===== config.mk =====
export PLATFORM = sky130hd
export DESIGN_NAME = lifo_stack_with_search
export DESIGN_NICKNAME = d
export VERILOG_FILES = /design/src/sv/lss_pkg.sv /design/src/sv/lss_store.sv /design/src/sv/lifo_stack_with_search.sv
export SDC_FILE = /design/constraint.sdc
export NUM_CORES = 1
export LEC_CHECK = 0
export BUFFER_PORTS_ARGS = -buffer_cell sky130_fd_sc_hd__buf_2
export CELL_PAD_IN_SITES_DETAIL_PLACEMENT = 0
export CELL_PAD_IN_SITES_GLOBAL_PLACEMENT = 1
export CORE_MARGIN = 3
export CORE_UTILIZATION = 53
export CTS_BUF_LIST = sky130_fd_sc_hd__clkbuf_8 sky130_fd_sc_hd__clkbuf_16
export CTS_CLUSTER_DIAMETER = 100
export DETAILED_ROUTE_END_ITERATION = 16
export PLACE_DENSITY_LB_ADDON = 0.1
export SYNTH_ARGS = -nofsm -noshare
export SYNTH_HDL_FRONTEND = slang
export SYNTH_HIERARCHICAL = 1
export SYNTH_SLANG_ARGS = --single-unit

===== constraint.sdc =====
create_clock -name clock -period 15.4 [get_ports clock]
set_input_delay 3.08 -clock clock [delete_from_list [all_inputs] [get_ports clock]]
set_output_delay 3.08 -clock clock [all_outputs]
set_load 0.02 [all_outputs]

===== src/sv/lss_pkg.sv =====
// ----------------------------------------------------------------------------
// lss_pkg: shared definitions for the LIFO stack with search
// Field widths, operation and status codes, and the sequencer state type.
// ----------------------------------------------------------------------------
`timescale 1ns / 1ps

package lss_pkg;

   localparam int MODE_W   = 3;
   localparam int VALUE_W  = 32;
   localparam int INDEX_W  = 4;
   localparam int STATUS_W = 2;
   localparam int DATA_W   = 32;
   localparam int COUNT_W  = 5;

   localparam logic [MODE_W-1:0] MODE_PUSH   = 3'd0;
   localparam logic [MODE_W-1:0] MODE_POP    = 3'd1;
   localparam logic [MODE_W-1:0] MODE_PEEK   = 3'd2;
   localparam logic [MODE_W-1:0] MODE_READ   = 3'd3;
   localparam logic [MODE_W-1:0] MODE_SEARCH = 3'd4;

   localparam logic [STATUS_W-1:0] STATUS_OK    = 2'd0;
   localparam logic [STATUS_W-1:0] STATUS_EMPTY = 2'd1;
   localparam logic [STATUS_W-1:0] STATUS_FULL  = 2'd2;
   localparam logic [STATUS_W-1:0] STATUS_RANGE = 2'd3;

   typedef enum logic [2:0] {
      ST_IDLE = 3'b001,
      ST_READ = 3'b010,
      ST_SCAN = 3'b100
   } state_type;

endpackage


===== src/sv/lss_store.sv =====
// ----------------------------------------------------------------------------
// lss_store: entry storage for the LIFO stack
// One write port and one read port; the read data is registered.
// ----------------------------------------------------------------------------
`timescale 1ns / 1ps

module lss_store #(
   parameter int DEPTH = 16,
   parameter int WIDTH = 32
) (
   input  logic                     clock,
   input  logic                     wr_en,
   input  logic [$clog2(DEPTH)-1:0] wr_addr,
   input  logic [WIDTH-1:0]         wr_data,
   input  logic [$clog2(DEPTH)-1:0] rd_addr,
   output logic [WIDTH-1:0]         rd_data
);

   logic [WIDTH-1:0] mem [DEPTH];
   logic [WIDTH-1:0] rd_data_ff;

   always_ff @(posedge clock) begin
      if (wr_en) begin
         mem[wr_addr] <= wr_data;
      end
      rd_data_ff <= mem[rd_addr];
   end

   assign rd_data = rd_data_ff;

endmodule


===== src/sv/lifo_stack_with_search.sv =====
// ----------------------------------------------------------------------------
// lifo_stack_with_search: fixed-capacity LIFO stack with indexed read and search
// Push, pop, peek, read at index and search over the held entries.
// ----------------------------------------------------------------------------
// Usage:
//   A request beat is taken at a rising edge where start is high and busy is
//   low; req_mode selects push, pop, peek, read at index or search. Every
//   request yields exactly one response beat, shown for one cycle with
//   rsp_valid high. The receiver cannot stall, so each response must be
//   captured in the cycle it appears.
//   Push, refused operations and unused modes answer in the cycle after the
//   request. Pop, peek and read at index answer by way of the ST_READ state,
//   since the entry store has a registered read port. A search reads one
//   entry per cycle through the single read port and a shared comparator.
//   busy stays high while a request is in progress, so one request is
//   handled at a time.
//   Reset clears the entry count and the sequencer; the entry store is not
//   cleared, as only entries below the count are ever read.
// ----------------------------------------------------------------------------
`timescale 1ns / 1ps

module lifo_stack_with_search #(
   parameter int DEPTH = 16,
   parameter int WIDTH = 32
) (
   input  logic                          clock,
   input  logic                          reset,
   input  logic                          start,
   output logic                          busy,
   input  logic [lss_pkg::MODE_W-1:0]    req_mode,
   input  logic [lss_pkg::VALUE_W-1:0]   req_value,
   input  logic [lss_pkg::INDEX_W-1:0]   req_index,
   output logic                          rsp_valid,
   output logic [lss_pkg::STATUS_W-1:0]  rsp_status,
   output logic [lss_pkg::DATA_W-1:0]    rsp_data,
   output logic                          rsp_found,
   output logic [lss_pkg::COUNT_W-1:0]   rsp_count,
   output logic                          rsp_is_empty
);

   localparam int AW  = $clog2(DEPTH);
   localparam int CW  = $clog2(DEPTH + 1);
   localparam int IXW = (CW > lss_pkg::INDEX_W) ? CW : lss_pkg::INDEX_W;
   localparam int XW  = (WIDTH > lss_pkg::VALUE_W) ? WIDTH : lss_pkg::VALUE_W;
   localparam int RW  = (CW > lss_pkg::COUNT_W) ? CW : lss_pkg::COUNT_W;
   localparam logic [CW-1:0] FULL_COUNT = CW'(DEPTH);

   lss_pkg::state_type state_ff, state_in;
   logic [CW-1:0]      count_ff, count_in;
   logic [CW-1:0]      ptr_ff, ptr_in;
   logic [WIDTH-1:0]   word_ff, word_in;

   logic                         rsp_valid_ff, rsp_valid_in;
   logic [lss_pkg::STATUS_W-1:0] rsp_status_ff, rsp_status_in;
   logic [lss_pkg::DATA_W-1:0]   rsp_data_ff, rsp_data_in;
   logic                         rsp_found_ff, rsp_found_in;
   logic [lss_pkg::COUNT_W-1:0]  rsp_count_ff, rsp_count_in;
   logic                         rsp_empty_ff, rsp_empty_in;

   logic             wr_en;
   logic [AW-1:0]    wr_addr;
   logic [AW-1:0]    rd_addr;
   logic [WIDTH-1:0] rd_data;

   logic [XW-1:0]    value_x;
   logic [WIDTH-1:0] word;
   logic [XW-1:0]    rd_x;
   logic [IXW-1:0]   idx_ext;
   logic [IXW-1:0]   cnt_ext;
   logic [CW-1:0]    count_dec;
   logic [RW-1:0]    cnt_r;
   logic             accept;

   assign busy    = (state_ff != lss_pkg::ST_IDLE);
   assign accept  = start && !busy;

   assign value_x   = XW'(req_value);
   assign word      = value_x[WIDTH-1:0];
   assign rd_x      = XW'(rd_data);
   assign idx_ext   = IXW'(req_index);
   assign cnt_ext   = IXW'(count_ff);
   assign count_dec = count_ff - 1'b1;
   assign wr_addr   = count_ff[AW-1:0];

   lss_store #(
      .DEPTH (DEPTH),
      .WIDTH (WIDTH)
   ) u_store (
      .clock   (clock),
      .wr_en   (wr_en),
      .wr_addr (wr_addr),
      .wr_data (word),
      .rd_addr (rd_addr),
      .rd_data (rd_data)
   );

   always_comb begin
      state_in      = state_ff;
      count_in      = count_ff;
      ptr_in        = ptr_ff;
      word_in       = word_ff;
      wr_en         = 1'b0;
      rd_addr       = ptr_ff[AW-1:0];
      rsp_valid_in  = 1'b0;
      rsp_status_in = lss_pkg::STATUS_OK;
      rsp_data_in   = '0;
      rsp_found_in  = 1'b0;

      case (state_ff)
         lss_pkg::ST_IDLE: begin
            if (start) begin
               case (req_mode)
                  lss_pkg::MODE_PUSH: begin
                     rsp_valid_in = 1'b1;
                     if (count_ff == FULL_COUNT) begin
                        rsp_status_in = lss_pkg::STATUS_FULL;
                     end else begin
                        wr_en    = 1'b1;
                        count_in = count_ff + 1'b1;
                     end
                  end
                  lss_pkg::MODE_POP, lss_pkg::MODE_PEEK: begin
                     if (count_ff == '0) begin
                        rsp_valid_in  = 1'b1;
                        rsp_status_in = lss_pkg::STATUS_EMPTY;
                     end else begin
                        rd_addr  = count_dec[AW-1:0];
                        state_in = lss_pkg::ST_READ;
                        if (req_mode == lss_pkg::MODE_POP) begin
                           count_in = count_dec;
                        end
                     end
                  end
                  lss_pkg::MODE_READ: begin
                     if (idx_ext >= cnt_ext) begin
                        rsp_valid_in  = 1'b1;
                        rsp_status_in = lss_pkg::STATUS_RANGE;
                     end else begin
                        rd_addr  = idx_ext[AW-1:0];
                        state_in = lss_pkg::ST_READ;
                     end
                  end
                  lss_pkg::MODE_SEARCH: begin
                     word_in = word;
                     if (count_ff == '0) begin
                        rsp_valid_in = 1'b1;
                     end else begin
                        rd_addr  = '0;
                        ptr_in   = CW'(1);
                        state_in = lss_pkg::ST_SCAN;
                     end
                  end
                  default: begin
                     rsp_valid_in = 1'b1;
                  end
               endcase
            end
         end
         lss_pkg::ST_READ: begin
            rsp_valid_in = 1'b1;
            rsp_data_in  = rd_x[lss_pkg::DATA_W-1:0];
            state_in     = lss_pkg::ST_IDLE;
         end
         lss_pkg::ST_SCAN: begin
            // The entry compared now was addressed in the previous cycle, so
            // ptr_ff is already one past it.
            if (rd_data == word_ff) begin
               rsp_valid_in = 1'b1;
               rsp_found_in = 1'b1;
               state_in     = lss_pkg::ST_IDLE;
            end else if (ptr_ff == count_ff) begin
               rsp_valid_in = 1'b1;
               state_in     = lss_pkg::ST_IDLE;
            end else begin
               rd_addr = ptr_ff[AW-1:0];
               ptr_in  = ptr_ff + 1'b1;
            end
         end
         default: begin
            state_in = lss_pkg::ST_IDLE;
         end
      endcase

      cnt_r        = RW'(count_in);
      rsp_count_in = cnt_r[lss_pkg::COUNT_W-1:0];
      rsp_empty_in = (count_in == '0);
   end

   always_ff @(posedge clock) begin
      if (reset) begin
         state_ff     <= lss_pkg::ST_IDLE;
         count_ff     <= '0;
         rsp_valid_ff <= 1'b0;
      end else begin
         state_ff     <= state_in;
         count_ff     <= count_in;
         rsp_valid_ff <= rsp_valid_in;
      end
   end

   always_ff @(posedge clock) begin
      ptr_ff  <= ptr_in;
      word_ff <= word_in;
      if (rsp_valid_in) begin
         rsp_status_ff <= rsp_status_in;
         rsp_data_ff   <= rsp_data_in;
         rsp_found_ff  <= rsp_found_in;
         rsp_count_ff  <= rsp_count_in;
         rsp_empty_ff  <= rsp_empty_in;
      end
   end

   assign rsp_valid    = rsp_valid_ff;
   assign rsp_status   = rsp_status_ff;
   assign rsp_data     = rsp_data_ff;
   assign rsp_found    = rsp_found_ff;
   assign rsp_count    = rsp_count_ff;
   assign rsp_is_empty = rsp_empty_ff;

   a_count_bound: assert property (@(posedge clock) disable iff (reset)
      count_ff <= FULL_COUNT)
      else $error("entry count exceeds capacity");

   a_rsp_idle: assert property (@(posedge clock) disable iff (reset)
      rsp_valid |-> !busy)
      else $error("response beat while a request is still in progress");

   a_accept_progress: assert property (@(posedge clock) disable iff (reset)
      accept |=> (busy || rsp_valid))
      else $error("accepted request neither in progress nor answered");

   a_full_push: assert property (@(posedge clock) disable iff (reset)
      (accept && req_mode == lss_pkg::MODE_PUSH && count_ff == FULL_COUNT)
      |=> (count_ff == FULL_COUNT && rsp_status == lss_pkg::STATUS_FULL))
      else $error("push on a full stack was not refused");

endmodule

==> flow_summary.json <==
{
  "tightest_slew_ns": 1.07,
  "cts_sinks": 631,
  "ys.flop_type": "edfxtp_1",
  "cts_max_level": 2,
  "wl_per_cell_um": 27.6,
  "synth_cell_types": 57,
  "finalSetupViolations": 0,
  "p_int_mw": 2.82,
  "use_met2_pct": 37.5,
  "placed_cell_area_sq_um": 25200,
  "cp-end-kind": "flip-flop",
  "worstPathArrival_ns": 7.12,
  "leakagePower_nw": 8.92,
  "coreArea_sq_um": 44400,
  "drt_iter0_markers": 1010,
  "power_mw": 3.52,
  "post_cts_resize_count": 0,
  "synth_seq_area_share_pct": 77.4,
  "clock_latency_ns": 0.62,
  "clockBufferDepth": 3,
  "power.density_nw_per_um2": 129,
  "crit_fanout": 67,
  "critical_path_required_ns": 15.89,
  "path_clk_slew_ns": 0.06,
  "fin_nets": 1329,
  "antenna_found_initial": 4,
  "synth_edf_count": 590,
  "final_design_area_no_fill_sq_um": 27300,
  "finalMaxSlewViolations": 0,
  "max_freq_mhz": 151,
  "syn_avg_cell_area_sq_um": 20.6,
  "ios": 85,
  "drive_above_1_share_pct": 26.9,
  "wirelength_mm": 53.0,
  "root_buffer": "clkbuf_16",
  "finalSetupTns_ns": 0,
  "num_rows": 77,
  "grt.busiest_layer": "met2",
  "finalClockSkew_ns": 0.0131,
  "drc_errors": 0,
  "overflow": 0,
  "die_h_um": 219,
  "fin_crit_sh_pct": 43.0,
  "cts_hold_repair.buffers": 0,
  "via_count": 11500,
  "grt_util_met1_pct": 32.9,
  "fillers": 3154,
  "grt_pass1_wl_mm": 78.7,
  "rsz0062_at_grt": "false",
  "status": "complete, no violations",
  "crit_type": "input port to flip-flop",
  "via_per_inst": 5.99,
  "drv_cap": 0,
  "yosysTopAreaCellShare_pct": 73.9,
  "initial_utilization_pct": 54.0,
  "relSlewSlack_pct": 28.3,
  "min_path_type": "flip-flop to flip-flop",
  "synth_cells": 1162,
  "dr.pass1.iters": 5,
  "clkPwrFrac_pct": 42.1,
  "p_switching_mw": 0.706,
  "netlist_top_cells_area": "edfxtp_1 74%, mux4_2 12%, dfxtp_1 3.4%, a22oi_1 2.1%, xnor2_1 1.4%",
  "reg2reg_setup_slack_ns": 10.50,
  "die_w_um": 219,
  "fin_crit_ns": 6.63,
  "pre_cts_ws_ns": 8.17,
  "yosys.area.top_type": "edfxtp_1",
  "hold_viol_final": 0,
  "synth_nets": 1211,
  "drtAntennaViolNets": 0,
  "area_delta_synth_final_pct": 13.8,
  "io_buffers": 84,
  "switching_share_pct": 20.0,
  "yosys_register_bits": 631,
  "grt_use_total_pct": 23.0,
  "mostFrequentLayoutCells": "590 x edfxtp_1, 128 x mux4_2, 84 x buf_2, 66 x a22oi_1, 62 x clkbuf_16",
  "worst_slack_ns": 8.77,
  "ys_async_sr_fraction_pct": 0,
  "start_kind": "input port",
  "hpwl_mm": 26.1,
  "yosys_warnings": 6,
  "netlist_area_sq_um": 24000,
  "combPwrFrac_pct": 3.8,
  "share_seq_of_total_power_pct": 54.1,
  "die-area_sq_um": 47800,
  "cts_tree": "built",
  "cts_setup_buffers": 0,
  "layout_commonest_cell": "edfxtp_1",
  "grt_pass1_vias": 11600,
  "grt_max_degree": 89,
  "peakVddDrop_mv": 0.106,
  "cts_made_buffers": 61,
  "use_met3_pct": 3.52,
  "gp_congestion": 0.801
}
## sequential cells by signal (all words and copies together) (netlist names)
name	count
rsp_count	5
rsp_data	32
cnt_ext	5
rsp_is_empty	1
u_store/mem	512
word_ff	32
ptr_ff	5
u_store/rd_data	32
rsp_found	1
rsp_valid	1
rsp_status	2
state_ff	3
## cell usage after synthesis (4+ instances only)
cell type / count
edfxtp_1: 590
mux4_2: 128
a22oi_1: 66
nand2_1: 47
dfxtp_1: 41
xnor2_1: 39
and2_1: 38
nor2_1: 30
clkbuf_1: 22
inv_1: 14
buf_2: 12
buf_1: 10
buf_4: 10
nand4_1: 9
nand3_1: 8
nor3_1: 8
a21oi_1: 7
ha_1: 7
o21ai_0: 6
xor2_1: 5
nand2b_1: 4
nor2b_1: 4
nor3b_1: 4
nor4_1: 4
o22ai_1: 4
## worst max-delay path, cell delays in order
cell and delay, ns:
buf_2 0.10, inv_1 0.04, ha_1 0.27, nand2b_1 0.16, a211o_1 0.31, a21oi_1 0.33, a2bb2oi_1 0.17, o22ai_4 0.16
buf_4 0.83, buf_4 0.89, mux4_2 0.43, a22oi_1 0.20, nand2_1 0.08
## kinds of logic (layout without fill, tap and decap cells)
| logic type | after synthesis | after routing | share of synthesized area [%] |
|---|---|---|---|
| other | 0 | 2 | 0 |
| muxes | 128 | 128 | 12.0 |
| DFF | 631 | 631 | 77.4 |
| and+or+nand+nor | 173 | 173 | 3.86 |
| buffers and inverters | 70 | 239 | 1.38 |
| xor gates and xnor gates | 44 | 44 | 1.61 |
| AOI/OAI and AO/OA | 109 | 109 | 3.41 |
| adders and majority gates | 7 | 7 | 0.365 |
## worst paths after layout
check / end / from / cells past startpoint
max: u_store/rd_data[19] / req_index[0] / 13
min: rsp_data[1] / u_store/rd_data[1] / 1
max reg2reg: u_store/rd_data[19] / cnt_ext[0] / 11
min reg2reg: rsp_data[1] / u_store/rd_data[1] / 1
## power by group through the flow
stage | clock (mW) | combinational [mW] | sequential [mW]
after floorplan | 0 | 0.0712 | 1.95
after global placement | 0 | 0.135 | 1.94
after detailed placement | 0 | 0.136 | 1.94
after CTS | 1.51 | 0.137 | 1.91
after global routing | 1.59 | 0.146 | 1.91
final | 1.48 | 0.134 | 1.91
## layout make-up
cell class                      instances  area [sq um]  area share [%]
Multi-Input combinational cell        461          5280            19.3
Inverter                               14          52.6           0.193
Clock inverter                         45           380            1.39
Timing Repair Buffer                  111           636            2.33
Clock buffer                           69          1650            6.04
Sequential cell                       631         18500            68.0
Tap cell                              592           741            2.72
Antenna cell                            2          5.00          0.0183
## metal layers
| metal | wire, um | part of all wire (%) | vias up |
|---|---|---|---|
| met3 | 2870 | 5.4 | 85 |
| li1 | - | - | 5004 |
| met5 | 20 | 0.038 | - |
| met1 | 22700 | 43 | 6109 |
| met4 | 1120 | 2.1 | 4 |
| met2 | 26300 | 50 | 327 |
## metrics by stage
stage	utilization, %	hold slack (ns)	cells
floorplan	-	0.528	1162
global placement	56.8	0.537	1809
detailed placement	56.8	0.543	1809
CTS	61.4	0.558	1923
global route	61.4	0.578	1924
finish	61.4	0.553	1925
(Power assumes the default switching activity.)
